===== src/rtl/hrlp_pkg.sv =====
package hrlp_pkg;

    localparam int DEFAULT_MAX_LINE = 4096;
    localparam int POS_W = 12;
    localparam int VER_W = 10;

    typedef enum logic [1:0] {
        STATUS_CONT        = 2'd0,
        STATUS_OK          = 2'd1,
        STATUS_BAD_METHOD  = 2'd2,
        STATUS_BAD_REQUEST = 2'd3
    } status_t;

    typedef enum logic [1:0] {
        METHOD_UNKNOWN = 2'd0,
        METHOD_GET     = 2'd1,
        METHOD_HEAD    = 2'd2,
        METHOD_POST    = 2'd3
    } method_t;

    typedef struct packed {
        status_t            status;
        method_t            method_code;
        logic [VER_W-1:0]   version_major;
        logic [VER_W-1:0]   version_minor;
        logic [POS_W-1:0]   line_start_offset;
        logic [POS_W-1:0]   method_end_offset;
        logic [POS_W-1:0]   uri_start_offset;
        logic [POS_W-1:0]   uri_end_offset;
        logic [POS_W-1:0]   line_end_offset;
    } result_t;

endpackage


===== src/rtl/hrlp_core.sv =====
module hrlp_core #(
    parameter int MAX_LINE = hrlp_pkg::DEFAULT_MAX_LINE
) (
    input  logic              clk,
    input  logic              rst_n,
    input  logic              step_en,
    input  logic [7:0]        data_byte,
    output hrlp_pkg::result_t result
);

    localparam int POS_W = hrlp_pkg::POS_W;
    localparam int VER_W = hrlp_pkg::VER_W;
    localparam int LIMIT_INT = (MAX_LINE - 1 > 4095) ? 4095 : MAX_LINE - 1;
    localparam logic [POS_W-1:0] PosLimit = POS_W'(LIMIT_INT);
    localparam logic [VER_W-1:0] VerMax = VER_W'(999);

    localparam logic [7:0] ChCr    = 8'h0D;
    localparam logic [7:0] ChLf    = 8'h0A;
    localparam logic [7:0] ChSp    = 8'h20;
    localparam logic [7:0] ChSlash = 8'h2F;
    localparam logic [7:0] ChDot   = 8'h2E;
    localparam logic [7:0] ChH     = 8'h48;
    localparam logic [7:0] ChT     = 8'h54;
    localparam logic [7:0] ChP     = 8'h50;
    localparam logic [7:0] ChZero  = 8'h30;
    localparam logic [7:0] ChOne   = 8'h31;
    localparam logic [7:0] ChNine  = 8'h39;

    typedef enum logic [3:0] {
        ST_START, ST_METHOD, ST_PRE_URI, ST_URI, ST_PRE_PROTO, ST_H, ST_HT,
        ST_HTT, ST_HTTP, ST_MAJ_FIRST, ST_MAJ, ST_MIN_FIRST, ST_MIN, ST_TRAIL, ST_CR
    } state_t;

    state_t                 state_reg, state_next;
    logic [31:0]            mbytes_reg, mbytes_next;
    logic [2:0]             mlen_reg, mlen_next;
    logic [VER_W-1:0]       major_reg, major_next;
    logic [VER_W-1:0]       minor_reg, minor_next;
    logic [POS_W-1:0]       pos_reg, pos_next;
    logic [POS_W-1:0]       start_reg, start_next;
    logic [POS_W-1:0]       mend_reg, mend_next;
    logic [POS_W-1:0]       ustart_reg, ustart_next;
    logic [POS_W-1:0]       uend_reg, uend_next;
    logic [POS_W-1:0]       lend_reg, lend_next;
    hrlp_pkg::method_t      mfound_reg, mfound_next;
    hrlp_pkg::status_t      res;

    logic is_upper, is_digit;
    logic [VER_W-1:0] digit_val;

    function automatic logic [VER_W-1:0] add_digit(logic [VER_W-1:0] v,
                                                   logic [VER_W-1:0] d);
        logic [VER_W+3:0] r;
        r = {v, 3'b000} + {3'b000, v, 1'b0} + {4'b0000, d};
        return (r > {4'b0000, VerMax}) ? VerMax : r[VER_W-1:0];
    endfunction

    function automatic hrlp_pkg::method_t classify(logic [2:0] len, logic [31:0] b);
        hrlp_pkg::method_t m;
        m = hrlp_pkg::METHOD_UNKNOWN;
        if (len == 3'd3 && b == 32'h0047_4554)
            m = hrlp_pkg::METHOD_GET;
        else if (len == 3'd4 && b == 32'h4845_4144)
            m = hrlp_pkg::METHOD_HEAD;
        else if (len == 3'd4 && b == 32'h504F_5354)
            m = hrlp_pkg::METHOD_POST;
        return m;
    endfunction

    assign is_upper  = (data_byte >= 8'h41) && (data_byte <= 8'h5A);
    assign is_digit  = (data_byte >= ChZero) && (data_byte <= ChNine);
    assign digit_val = VER_W'(data_byte - ChZero);

    always_comb
    begin
        state_next  = state_reg;
        mbytes_next = mbytes_reg;
        mlen_next   = mlen_reg;
        major_next  = major_reg;
        minor_next  = minor_reg;
        start_next  = start_reg;
        mend_next   = mend_reg;
        ustart_next = ustart_reg;
        uend_next   = uend_reg;
        lend_next   = lend_reg;
        mfound_next = mfound_reg;
        pos_next    = pos_reg;
        res         = hrlp_pkg::STATUS_CONT;

        case (state_reg)
            ST_METHOD:
            begin
                if (data_byte == ChSp)
                begin
                    mend_next   = pos_reg;
                    mfound_next = classify(mlen_reg, mbytes_reg);
                    state_next  = ST_PRE_URI;
                end
                else if (is_upper)
                begin
                    if (mlen_reg < 3'd4)
                        mbytes_next = {mbytes_reg[23:0], data_byte};
                    if (mlen_reg != 3'd7)
                        mlen_next = mlen_reg + 3'd1;
                end
                else
                    res = hrlp_pkg::STATUS_BAD_METHOD;
            end
            ST_PRE_URI:
            begin
                if (data_byte == ChSlash)
                begin
                    ustart_next = pos_reg;
                    state_next  = ST_URI;
                end
                else if (data_byte != ChSp)
                    res = hrlp_pkg::STATUS_BAD_REQUEST;
            end
            ST_URI:
            begin
                if (data_byte == ChSp)
                begin
                    uend_next  = pos_reg;
                    state_next = ST_PRE_PROTO;
                end
            end
            ST_PRE_PROTO:
            begin
                if (data_byte == ChH)
                    state_next = ST_H;
                else if (data_byte != ChSp)
                    res = hrlp_pkg::STATUS_BAD_REQUEST;
            end
            ST_H:
            begin
                if (data_byte == ChT) state_next = ST_HT;
                else res = hrlp_pkg::STATUS_BAD_REQUEST;
            end
            ST_HT:
            begin
                if (data_byte == ChT) state_next = ST_HTT;
                else res = hrlp_pkg::STATUS_BAD_REQUEST;
            end
            ST_HTT:
            begin
                if (data_byte == ChP) state_next = ST_HTTP;
                else res = hrlp_pkg::STATUS_BAD_REQUEST;
            end
            ST_HTTP:
            begin
                if (data_byte == ChSlash) state_next = ST_MAJ_FIRST;
                else res = hrlp_pkg::STATUS_BAD_REQUEST;
            end
            ST_MAJ_FIRST:
            begin
                if (data_byte >= ChOne && data_byte <= ChNine)
                begin
                    major_next = digit_val;
                    state_next = ST_MAJ;
                end
                else
                    res = hrlp_pkg::STATUS_BAD_REQUEST;
            end
            ST_MAJ:
            begin
                if (data_byte == ChDot)
                    state_next = ST_MIN_FIRST;
                else if (is_digit)
                    major_next = add_digit(major_reg, digit_val);
                else
                    res = hrlp_pkg::STATUS_BAD_REQUEST;
            end
            ST_MIN_FIRST:
            begin
                if (is_digit)
                begin
                    minor_next = digit_val;
                    state_next = ST_MIN;
                end
                else
                    res = hrlp_pkg::STATUS_BAD_REQUEST;
            end
            ST_MIN, ST_TRAIL:
            begin
                if (data_byte == ChCr)
                begin
                    lend_next  = pos_reg;
                    state_next = ST_CR;
                end
                else if (data_byte == ChLf)
                begin
                    lend_next = pos_reg;
                    res       = hrlp_pkg::STATUS_OK;
                end
                else if (data_byte == ChSp)
                    state_next = ST_TRAIL;
                else if (state_reg == ST_MIN && is_digit)
                    minor_next = add_digit(minor_reg, digit_val);
                else
                    res = hrlp_pkg::STATUS_BAD_REQUEST;
            end
            ST_CR:
            begin
                if (data_byte == ChLf) res = hrlp_pkg::STATUS_OK;
                else res = hrlp_pkg::STATUS_BAD_REQUEST;
            end
            default:
            begin
                start_next = pos_reg;
                if (data_byte != ChCr && data_byte != ChLf)
                begin
                    if (!is_upper)
                        res = hrlp_pkg::STATUS_BAD_METHOD;
                    else
                    begin
                        mbytes_next = {mbytes_reg[23:0], data_byte};
                        mlen_next   = mlen_reg + 3'd1;
                        state_next  = ST_METHOD;
                    end
                end
            end
        endcase

        // result fields come from the updated line record
        result = '0;
        result.status = res;
        if (res == hrlp_pkg::STATUS_OK)
        begin
            result.method_code       = mfound_next;
            result.version_major     = major_next;
            result.version_minor     = minor_next;
            result.line_start_offset = start_next;
            result.method_end_offset = mend_next;
            result.uri_start_offset  = ustart_next;
            result.uri_end_offset    = uend_next;
            result.line_end_offset   = lend_next;
        end

        // drop the line on completion or error
        if (res != hrlp_pkg::STATUS_CONT)
        begin
            state_next  = ST_START;
            mbytes_next = '0;
            mlen_next   = '0;
            major_next  = '0;
            minor_next  = '0;
            pos_next    = '0;
            start_next  = '0;
            mend_next   = '0;
            ustart_next = '0;
            uend_next   = '0;
            lend_next   = '0;
            mfound_next = hrlp_pkg::METHOD_UNKNOWN;
        end
        else if (pos_reg < PosLimit)
            pos_next = pos_reg + POS_W'(1);
    end

    always_ff @(posedge clk or negedge rst_n)
    begin
        if (!rst_n)
        begin
            state_reg  <= ST_START;
            mbytes_reg <= '0;
            mlen_reg   <= '0;
            major_reg  <= '0;
            minor_reg  <= '0;
            pos_reg    <= '0;
            start_reg  <= '0;
            mend_reg   <= '0;
            ustart_reg <= '0;
            uend_reg   <= '0;
            lend_reg   <= '0;
            mfound_reg <= hrlp_pkg::METHOD_UNKNOWN;
        end
        else if (step_en)
        begin
            state_reg  <= state_next;
            mbytes_reg <= mbytes_next;
            mlen_reg   <= mlen_next;
            major_reg  <= major_next;
            minor_reg  <= minor_next;
            pos_reg    <= pos_next;
            start_reg  <= start_next;
            mend_reg   <= mend_next;
            ustart_reg <= ustart_next;
            uend_reg   <= uend_next;
            lend_reg   <= lend_next;
            mfound_reg <= mfound_next;
        end
    end

endmodule


===== src/rtl/http_request_line_parser_unit.sv =====
// An accepted input beat passes through the input register, the per-byte parse step and the result register.
// Throughput: one byte per cycle; the per-byte parse step sits between the input
// register and the result register, so a new byte is taken every cycle the
// result side keeps up.
// Reset (rst_n low, asynchronous): both registers empty, parser in its start state.
module http_request_line_parser_unit #(
    parameter int MAX_LINE = hrlp_pkg::DEFAULT_MAX_LINE
) (
    input  logic                          clk,
    input  logic                          rst_n,
    input  logic                          byte_valid,
    output logic                          byte_ready,
    input  logic [7:0]                    data_byte,
    output logic                          result_valid,
    input  logic                          result_ready,
    output logic [1:0]                    status,
    output logic [1:0]                    method_code,
    output logic [hrlp_pkg::VER_W-1:0]    version_major,
    output logic [hrlp_pkg::VER_W-1:0]    version_minor,
    output logic [hrlp_pkg::POS_W-1:0]    line_start_offset,
    output logic [hrlp_pkg::POS_W-1:0]    method_end_offset,
    output logic [hrlp_pkg::POS_W-1:0]    uri_start_offset,
    output logic [hrlp_pkg::POS_W-1:0]    uri_end_offset,
    output logic [hrlp_pkg::POS_W-1:0]    line_end_offset
);

    logic              in_full_reg;
    logic [7:0]        in_byte_reg;
    logic              out_full_reg;
    hrlp_pkg::result_t out_reg;
    hrlp_pkg::result_t step_result;
    logic              advance;

    // move the held byte forward when the result register is free or draining
    assign advance    = in_full_reg && (!out_full_reg || result_ready);
    assign byte_ready = !in_full_reg || advance;

    hrlp_core #(
        .MAX_LINE (MAX_LINE)
    ) u_core (
        .clk       (clk),
        .rst_n     (rst_n),
        .step_en   (advance),
        .data_byte (in_byte_reg),
        .result    (step_result)
    );

    always_ff @(posedge clk or negedge rst_n)
    begin
        if (!rst_n)
        begin
            in_full_reg  <= 1'b0;
            out_full_reg <= 1'b0;
        end
        else
        begin
            if (byte_ready)
                in_full_reg <= byte_valid;
            if (advance)
                out_full_reg <= 1'b1;
            else if (result_ready)
                out_full_reg <= 1'b0;
        end
    end

    always_ff @(posedge clk)
    begin
        if (byte_ready && byte_valid)
            in_byte_reg <= data_byte;
        if (advance)
            out_reg <= step_result;
    end

    assign result_valid      = out_full_reg;
    assign status            = out_reg.status;
    assign method_code       = out_reg.method_code;
    assign version_major     = out_reg.version_major;
    assign version_minor     = out_reg.version_minor;
    assign line_start_offset = out_reg.line_start_offset;
    assign method_end_offset = out_reg.method_end_offset;
    assign uri_start_offset  = out_reg.uri_start_offset;
    assign uri_end_offset    = out_reg.uri_end_offset;
    assign line_end_offset   = out_reg.line_end_offset;

endmodule

===== config.mk =====
export PLATFORM = sky130hd
export DESIGN_NAME = http_request_line_parser_unit
export DESIGN_NICKNAME = d
export VERILOG_FILES = /design/src/rtl/hrlp_pkg.sv /design/src/rtl/hrlp_core.sv /design/src/rtl/http_request_line_parser_unit.sv
export SDC_FILE = /design/constraint.sdc
export NUM_CORES = 1
export LEC_CHECK = 0
export BUFFER_PORTS_ARGS = -buffer_cell sky130_fd_sc_hd__buf_2
export CAP_MARGIN = 25
export CORE_MARGIN = 2
export CORE_UTILIZATION = 45
export DETAILED_ROUTE_END_ITERATION = 10
export GPL_ROUTABILITY_DRIVEN = 0
export PLACE_DENSITY = 0.63
export SLEW_MARGIN = 20
export SYNTH_ARGS = -nofsm -noshare
export SYNTH_HDL_FRONTEND = slang
export SYNTH_SLANG_ARGS = --single-unit

===== constraint.sdc =====
create_clock -name clk -period 11.55 [get_ports clk]
set_input_delay 1.155 -clock clk [delete_from_list [all_inputs] [get_ports clk]]
set_output_delay 1.155 -clock clk [all_outputs]
set_load 0.005 [all_outputs]

==> metrics.yaml, run 1 <==
worst_hold_path:
  min_to: "u_core.mfound_reg[1]"
  holdCritPathClass: "reg2reg"
  hold_start: "u_core.mfound_reg[1]"
  worst_hold_path.num_cells: 2
drt:
  vias: 9276
  drtAntennaViolNets: 0
  drtPass1Iterations: 5
  avgRoutedWirePerCell_um: 19.1
  routed.top_layer: "met5"
  drt_iter0_markers: 833
  met3_wirelength_mm: 1.79
  routed_via_density: 5.80
  wl_met2_mm: 13.8
  drc: 0
  drt-total-wl_mm: 30.5
  drt-met1-wl_mm: 14.0
layout:
  n_fill_cell: 2370
  largest_reg_flops: 32
  final_cell_mix: "nand2_1 (178), dfrtp_1 (135), buf_2 (96), nor2_1 (95), edfxtp_1 (92)"
  final_util_pct: 51.6
  fin_area_um2: 13500
  final_common_cell: "nand2_1"
  fin_cells: 1598
  antenna_cells: 0
  final_layout_size_suffix_gt1_share_pct: 14.3
  syn_to_final_growth_pct: 12.1
  fin_nets: 1308
yosys:
  synth_top_cell_by_area: "dfrtp_1"
  yosysUniqueCellTypes: 89
  syn_nets: 1244
  synthCells: 1180
  synth_edf_count: 92
  ys_warn_count: 0
  syn_area_per_cell_um2: 10.2
  synth_top_flop_cell: "dfrtp_1"
  synth_top_area_share_pct: 28.0
  ys_ff_latch: 227
  synth_area_leaders: "dfrtp_1 (28%), edfxtp_1 (23%), nand2_1 (5.5%)"
  yosysSeqAreaShare_pct: 50.9
  synth_area_um2: 12100
  synthArstFlopShare_pct: 59.5
pwr:
  p_clk_share_pct: 37.0
  p_leak_nw: 5.64
  total_power_mw: 2.01
  ir_drop_mv: 0.107
  pwr-share-seq_pct: 46.2
  power.internal_mw: 1.41
  comb_power_share_pct: 16.8
  powerDensity_nw_per_um2: 148
  p_sw_mw: 0.602
  switching_share_pct: 30.0
sta:
  period_needed_ns: 5.06
  slew_headroom_pct: 32.8
  max_freq_ghz: 0.197
  drv_slew: 0
  setup_viol: 0
  fin_skew_ns: 0.00915
  worst_slack_ns: 6.49
  hold_violations: 0
  holdWs_ns: 0.479
  setup_tns_ns: 0
  rsz0062_at_grt: "no"
  tightest_slew_ns: 1.00
  finalCritPeriodShare_pct: 43.8
placed_design:
  placed_cells: 1551
  dpl_cell_area_um2: 12800
  pre_cts_ws_ns: 6.44
  hpwl_mm: 20.4
  numPortBuffers: 97
floorplan:
  start_util_pct: 46.0
  fp.dieH_um: 168
  io_pins: 98
  fp.dieArea_um2: 28100
  fp-row-count: 59
  die_width_um: 168
  core_area_um2: 26200
setup_path:
  r2r-end: "version_minor[4]"
  critical_path_buf_inv_count: 0
  startpoint: "in_byte_reg[4]"
  required_ns: 11.92
  path_cells: "ha_1 -> nor3_1 -> fa_1 -> ha_1 -> a211oi_1 -> nand2_1 -> o22a_1 -> or3_1 -> a221oi_2 -> nand2_1 -> or2_0 -> a21oi_1"
  crit_path_max_fanout: 9
  crit_family: "simple AND/OR/NAND/NOR gates"
  crit_slowest_cell: "nor3_1"
  r2r_slack_ns: 6.49
  cp-end-kind: "flop"
  reg2reg_from: "in_byte_reg[4]"
  cp.arrival_ns: 5.43
  critical_path.max_stage_delay_ns: 0.83
  cp-start-kind: "flop"
  worstSetupPathType: "reg2reg"
  r2r_cells: 12
clock_tree:
  cts_tree: "built"
  cts-resized-gates: 0
  htree_levels: 1
  clk_path_buf_depth: 3
  cts_buffers: 25
  cts_sinks: 227
  root_buffer: "clkbuf_16"
  clk_pin_slew_ns: 0.06
  post_cts_buffers: 0
  hold_buffers: 0
  clk_latency_ns: 0.53
global_route:
  grt_pass1_wl_mm: 49.1
  antenna_found_initial: 1
  grt_usage_pct: 21.6
  grt_pass1_vias: 8990
  grt_start_max_net_pins: 86
  grt-ovfl-total: 0
flow_run:
  maxCapViolCount: 0
outcome:
  outcome: "finished, final reports clean"
[layout make-up]
type	instances	area, µm²	area share [%]
repair buffers	110	609	4.50
inverters	58	220	1.63
clock buffers	39	708	5.23
multi-input cells	822	5390	39.8
flip-flops and latches	227	6140	45.4
clock inverters	7	46.3	0.342
well taps	335	419	3.10
[worst max-delay path by stage]
stage	endpoint	slack (ns)	cells after the start
floorplan	u_core.minor_reg[0]	6.52	6
global route	version_minor[4]	6.17	12
CTS	version_minor[4]	6.41	12
finish	version_minor[4]	6.49	12
detailed placement	version_minor[5]	6.44	12
global placement	version_minor[4]	6.56	12
[logic make-up after synthesis]
logic type | count (synthesis) | share of synthesized area [%]
fa+ha+maj | 52 | 6.39
xor+xnor | 25 | 1.81
compound gates | 315 | 18.0
buf+inv | 131 | 4.71
mux | 30 | 2.55
flops | 227 | 50.9
simple gates | 400 | 15.6
[power by group through the flow]
stage | Sequential (mW) | Clock, mW | Combinational [mW]
6_report | 0.927 | 0.743 | 0.338
3_3_place_gp | 0.940 | 0 | 0.330
4_1_cts | 0.926 | 0.760 | 0.337
5_1_grt | 0.932 | 0.795 | 0.371
2_1_floorplan | 0.922 | 0 | 0.248
3_5_place_dp | 0.941 | 0 | 0.335
[worst reg2reg max path, delay by kind of cell, from the launching register on]
family,cells,cell delay (ns)
AND/OR/NAND/NOR,5,1.80
flip-flops,1,0.55
adder cells (fa/ha/maj),3,1.25
AO/OA/AOI/OAI,4,1.31
[metal layers]
| metal | up-vias | track usage [%] |
|---|---|---|
| met5 | - | 0 |
| met4 | 2 | 7.71 |
| met3 | 69 | 2.91 |
| met2 | 349 | 33.6 |
| met1 | 4494 | 31.1 |
| li1 | 4362 | - |
[cell usage after synthesis (all sizes together) (14+ instances only)]
| cell type | instances |
|---|---|
| edfxtp | 92 |
| a22o | 64 |
| clkbuf | 42 |
| inv | 58 |
| xor2 | 16 |
| nand2 | 178 |
| nor2 | 97 |
| a21oi | 80 |
| ha | 36 |
| o21ai | 69 |
| mux2i | 27 |
| buf | 31 |
| dfrtp | 135 |
| nor3 | 14 |
| fa | 16 |
| nand3 | 17 |
Note: power is estimated with default switching activity, not from simulation.
==> run 2: changes to the inputs <==
--- a/config.mk
+++ b/config.mk
@@ -5,13 +5,14 @@
 export SDC_FILE = /design/constraint.sdc
 export NUM_CORES = 1
 export LEC_CHECK = 0
+export ABC_AREA = 1
 export BUFFER_PORTS_ARGS = -buffer_cell sky130_fd_sc_hd__buf_2
 export CAP_MARGIN = 25
 export CORE_MARGIN = 2
 export CORE_UTILIZATION = 45
 export DETAILED_ROUTE_END_ITERATION = 10
 export GPL_ROUTABILITY_DRIVEN = 0
-export PLACE_DENSITY = 0.63
+export PLACE_DENSITY = 0.65
 export SLEW_MARGIN = 20
 export SYNTH_ARGS = -nofsm -noshare
 export SYNTH_HDL_FRONTEND = slang
==> constraint.sdc (replaced) <==
create_clock -name clk -period 4.2 [get_ports clk]
set_input_delay 0.42 -clock clk [delete_from_list [all_inputs] [get_ports clk]]
set_output_delay 0.42 -clock clk [all_outputs]
set_load 0.005 [all_outputs]
==> run 2 against run 1 <==
Clock power grew to 2.9 times the previous value. Sequential share of layout area is 2.4 points lower. Sequential cell count stayed put. Final cell count is 27% higher. Critical path type unchanged. Largest power group unchanged.
==> metrics.yaml, run 2 <==
yosys:
  synthCells: 1545  # was 1180
  ys_ff_latch: 227  # unchanged
  yosysSeqAreaShare_pct: 48.9  # was 50.9%
  synth_top_cell_by_area: "dfrtp_1"  # unchanged
  synth_top_flop_cell: "dfrtp_1"  # unchanged
  synth_top_area_share_pct: 26.9  # was 28.0%
  synth_area_um2: 12600  # was 12100 µm²
  syn_nets: 1609  # was 1244
  ys_warn_count: 0  # unchanged
  synth_common_cells: "nand2_1 (409), nor2_1 (187), inv_1 (178), dfrtp_1 (135), o21ai_0 (111)"  # was nand2_1 (178), dfrtp_1 (135), nor2_1 (95), edfxtp_1 (92), a21oi_1 (79)
  syn_area_per_cell_um2: 8.13  # was 10.2 µm²
  yosysUniqueCellTypes: 41  # was 89
  synth_edf_count: 92  # unchanged
  synth_most_common_cell: "nand2_1"  # unchanged
  synthArstFlopShare_pct: 59.5  # unchanged
  synth_area_leaders: "dfrtp_1 (27%), edfxtp_1 (22%), nand2_1 (12%)"  # was dfrtp_1 (28%), edfxtp_1 (23%), nand2_1 (5.5%)
drt:
  drtAntennaViolNets: 0  # unchanged
  drc: 0  # unchanged
  routed_via_density: 5.30  # was 5.80
  drt_iter0_markers: 1016  # was 833
  drtPass1Iterations: 5  # unchanged
  drt-total-wl_mm: 31.8  # was 30.5 mm
  vias: 10806  # was 9276
  avgRoutedWirePerCell_um: 15.6  # was 19.1 µm
layout:
  antenna_cells: 0  # unchanged
  fin_nets: 1703  # was 1308
  final_cell_mix: "nand2_1 (409), nor2_1 (187), inv_1 (178), dfrtp_1 (135), o21ai_0 (111)"  # was nand2_1 (178), dfrtp_1 (135), buf_2 (96), nor2_1 (95), edfxtp_1 (92)
  largest_reg_flops: 32  # unchanged
  final_layout_size_suffix_gt1_share_pct: 11.2  # was 14.3%
  n_fill_cell: 2638  # was 2370
  fin_cells: 2037  # was 1598
  final_common_cell: "nand2_1"  # unchanged
  syn_to_final_growth_pct: 13.7  # was 12.1%
pwr:
  p_leak_nw: 6.66  # was 5.64 nW
  powerDensity_nw_per_um2: 439  # was 148 nW/µm²
  ir_drop_mv: 0.285  # was 0.107 mV
flow_run:
  maxCapViolCount: 0  # unchanged
setup_path:
  cp-end-kind: "flop"  # unchanged
  cp.arrival_ns: 4.14  # was 5.43 ns
  cp-start-kind: "flop"  # unchanged
  worstSetupPathType: "reg2reg"  # unchanged
  required_ns: 4.45  # was 11.92 ns
  crit_path_max_fanout: 6  # was 9
sta:
  tightest_slew_ns: 0.929  # was 1.00 ns
  slew_headroom_pct: 37.8  # was 32.8%
  setup_tns_ns: 0  # unchanged
  hold_violations: 0  # unchanged
  finalCritPeriodShare_pct: 92.7  # was 43.8%
  period_needed_ns: 3.89  # was 5.06 ns
  fin_skew_ns: 0.0101  # was 0.00915 ns
  drv_slew: 0  # unchanged
  max_freq_ghz: 0.257  # was 0.197 GHz
  setup_viol: 0  # unchanged
  rsz0062_at_grt: "no"  # unchanged
global_route:
  grt_start_max_net_pins: 71  # was 86
  grt_pass1_wl_mm: 51.8  # was 49.1 mm
  grt-ovfl-total: 0  # unchanged
  grt_usage_pct: 21.8  # was 21.6%
  grt_pass1_vias: 10214  # was 8990
  antenna_found_initial: 0  # was 1
placed_design:
  placed_cells: 1986  # was 1551
  numPortBuffers: 97  # unchanged
  hpwl_mm: 22.0  # was 20.4 mm
floorplan:
  die_width_um: 171  # was 168 µm
  fp-row-count: 61  # was 59
  io_pins: 98  # unchanged
  fp.dieH_um: 171  # was 168 µm
  start_util_pct: 45.4  # was 46.0%
  core_area_um2: 27600  # was 26200 µm²
  fp.dieArea_um2: 29300  # was 28100 µm²
clock_tree:
  cts_sinks: 227  # unchanged
  htree_levels: 1  # unchanged
  root_buffer: "clkbuf_16"  # unchanged
  cts_tree: "built"  # unchanged
  cts_buffers: 26  # was 25
  clk_latency_ns: 0.53  # about the same
  clk_path_buf_depth: 3  # unchanged
  clk_pin_slew_ns: 0.06  # about the same
worst_hold_path:
  holdCritPathClass: "in2reg"  # was reg2reg
outcome:
  outcome: "finished, final reports clean"  # unchanged
[run 2: cell families (layout without fill, tap and decap cells)]
kind of cell    count (synthesis)  after routing  synth area share, %
buf+inv                       240            354                 7.36
flops                         227            227                 48.9
xor+xnor                       17             17                 1.19
simple gates                  759            759                 25.3
fa+ha+maj                      52             52                 6.14
compound gates                250            250                 11.1
[run 2: area by class of cell]
type                    count  area, µm²  share of cell area, %
clock buffers              33        687                   4.81
clock inverters            15        111                  0.780
inverters                 189        712                   4.99
multi-input cells        1078       5500                   38.5
flip-flops and latches    227       6140                   43.0
well taps                 378        473                   3.31
repair buffers            117        657                   4.60
[run 2: critical path, stage by stage (launching register included)]
cell and delay (ns):
edfxtp_1 0.46, inv_1 0.15, ha_1 0.38, inv_1 0.11, fa_1 0.49, inv_1 0.05
ha_1 0.35, a21oi_1 0.23, nor2_1 0.06, o21ai_0 0.21, nand3_1 0.10, nand2_1 0.08
nand3b_1 0.07, nor2_1 0.25, nand2_1 0.24, o21ai_0 0.26, a21oi_1 0.12
[run 2: what timing repair did]
item | CTS | global route
resized for setup | 0 | 0
buffers inserted | 0 | 2
setup endpoints to repair | 0 | 12
endpoints found under the hold margin | 65 | 0
hold buffers | 1 | 0
[run 2: path summary, 6_finish.rpt]
check	cells after the start	slack, ns	to	from
min	1	0.06	in_byte_reg[1]	data_byte[1]
min reg2reg	2	0.47	u_core.mbytes_reg[20]	u_core.mbytes_reg[20]
max in group asynchronous	3	2.92	u_core.uend_reg[10]	rst_n
max	16	0.31	version_major[8]	in_byte_reg[4]
min in group asynchronous	2	0.44	u_core.major_reg[7]	rst_n
max reg2reg	16	0.31	version_major[8]	in_byte_reg[4]
[run 2: power by group]
| part | total [mW] | internal, mW | switching, mW |
|---|---|---|---|
| Sequential | 2.74 | 2.59 | 0.153 |
| Combinational | 1.41 | 0.375 | 1.03 |
| Clock | 2.12 | 1.22 | 0.902 |
| Total | 6.27 | 4.18 | 2.09 |
[run 2: metal layers]
layer	vias up	share of wire (%)	global-route usage (%)	routed length (µm)
li1	5278	-	-	-
met2	359	46	35.0	14500
met4	0	2.6	7.04	840
met1	5106	46	30.5	14700
met3	63	5.7	2.94	1800
met5	-	0	0	0
[run 2: metrics by stage]
stage / hold WS (ns) / setup WS [ns] / instance area (µm²) / power [mW] / utilization (%)
floorplan: 0.124 / 0.394 / 12600 / 3.74 / -
global placement: 0.453 / 0.417 / 13500 / 4.17 / 48.7
detailed placement: 0.448 / 0.273 / 13500 / 4.18 / 48.7
CTS: 0.0529 / 0.252 / 14300 / 6.30 / 51.6
global route: 0.0532 / 0.0222 / 14300 / 6.59 / 51.7
finish: 0.0644 / 0.306 / 14300 / 6.27 / 51.7
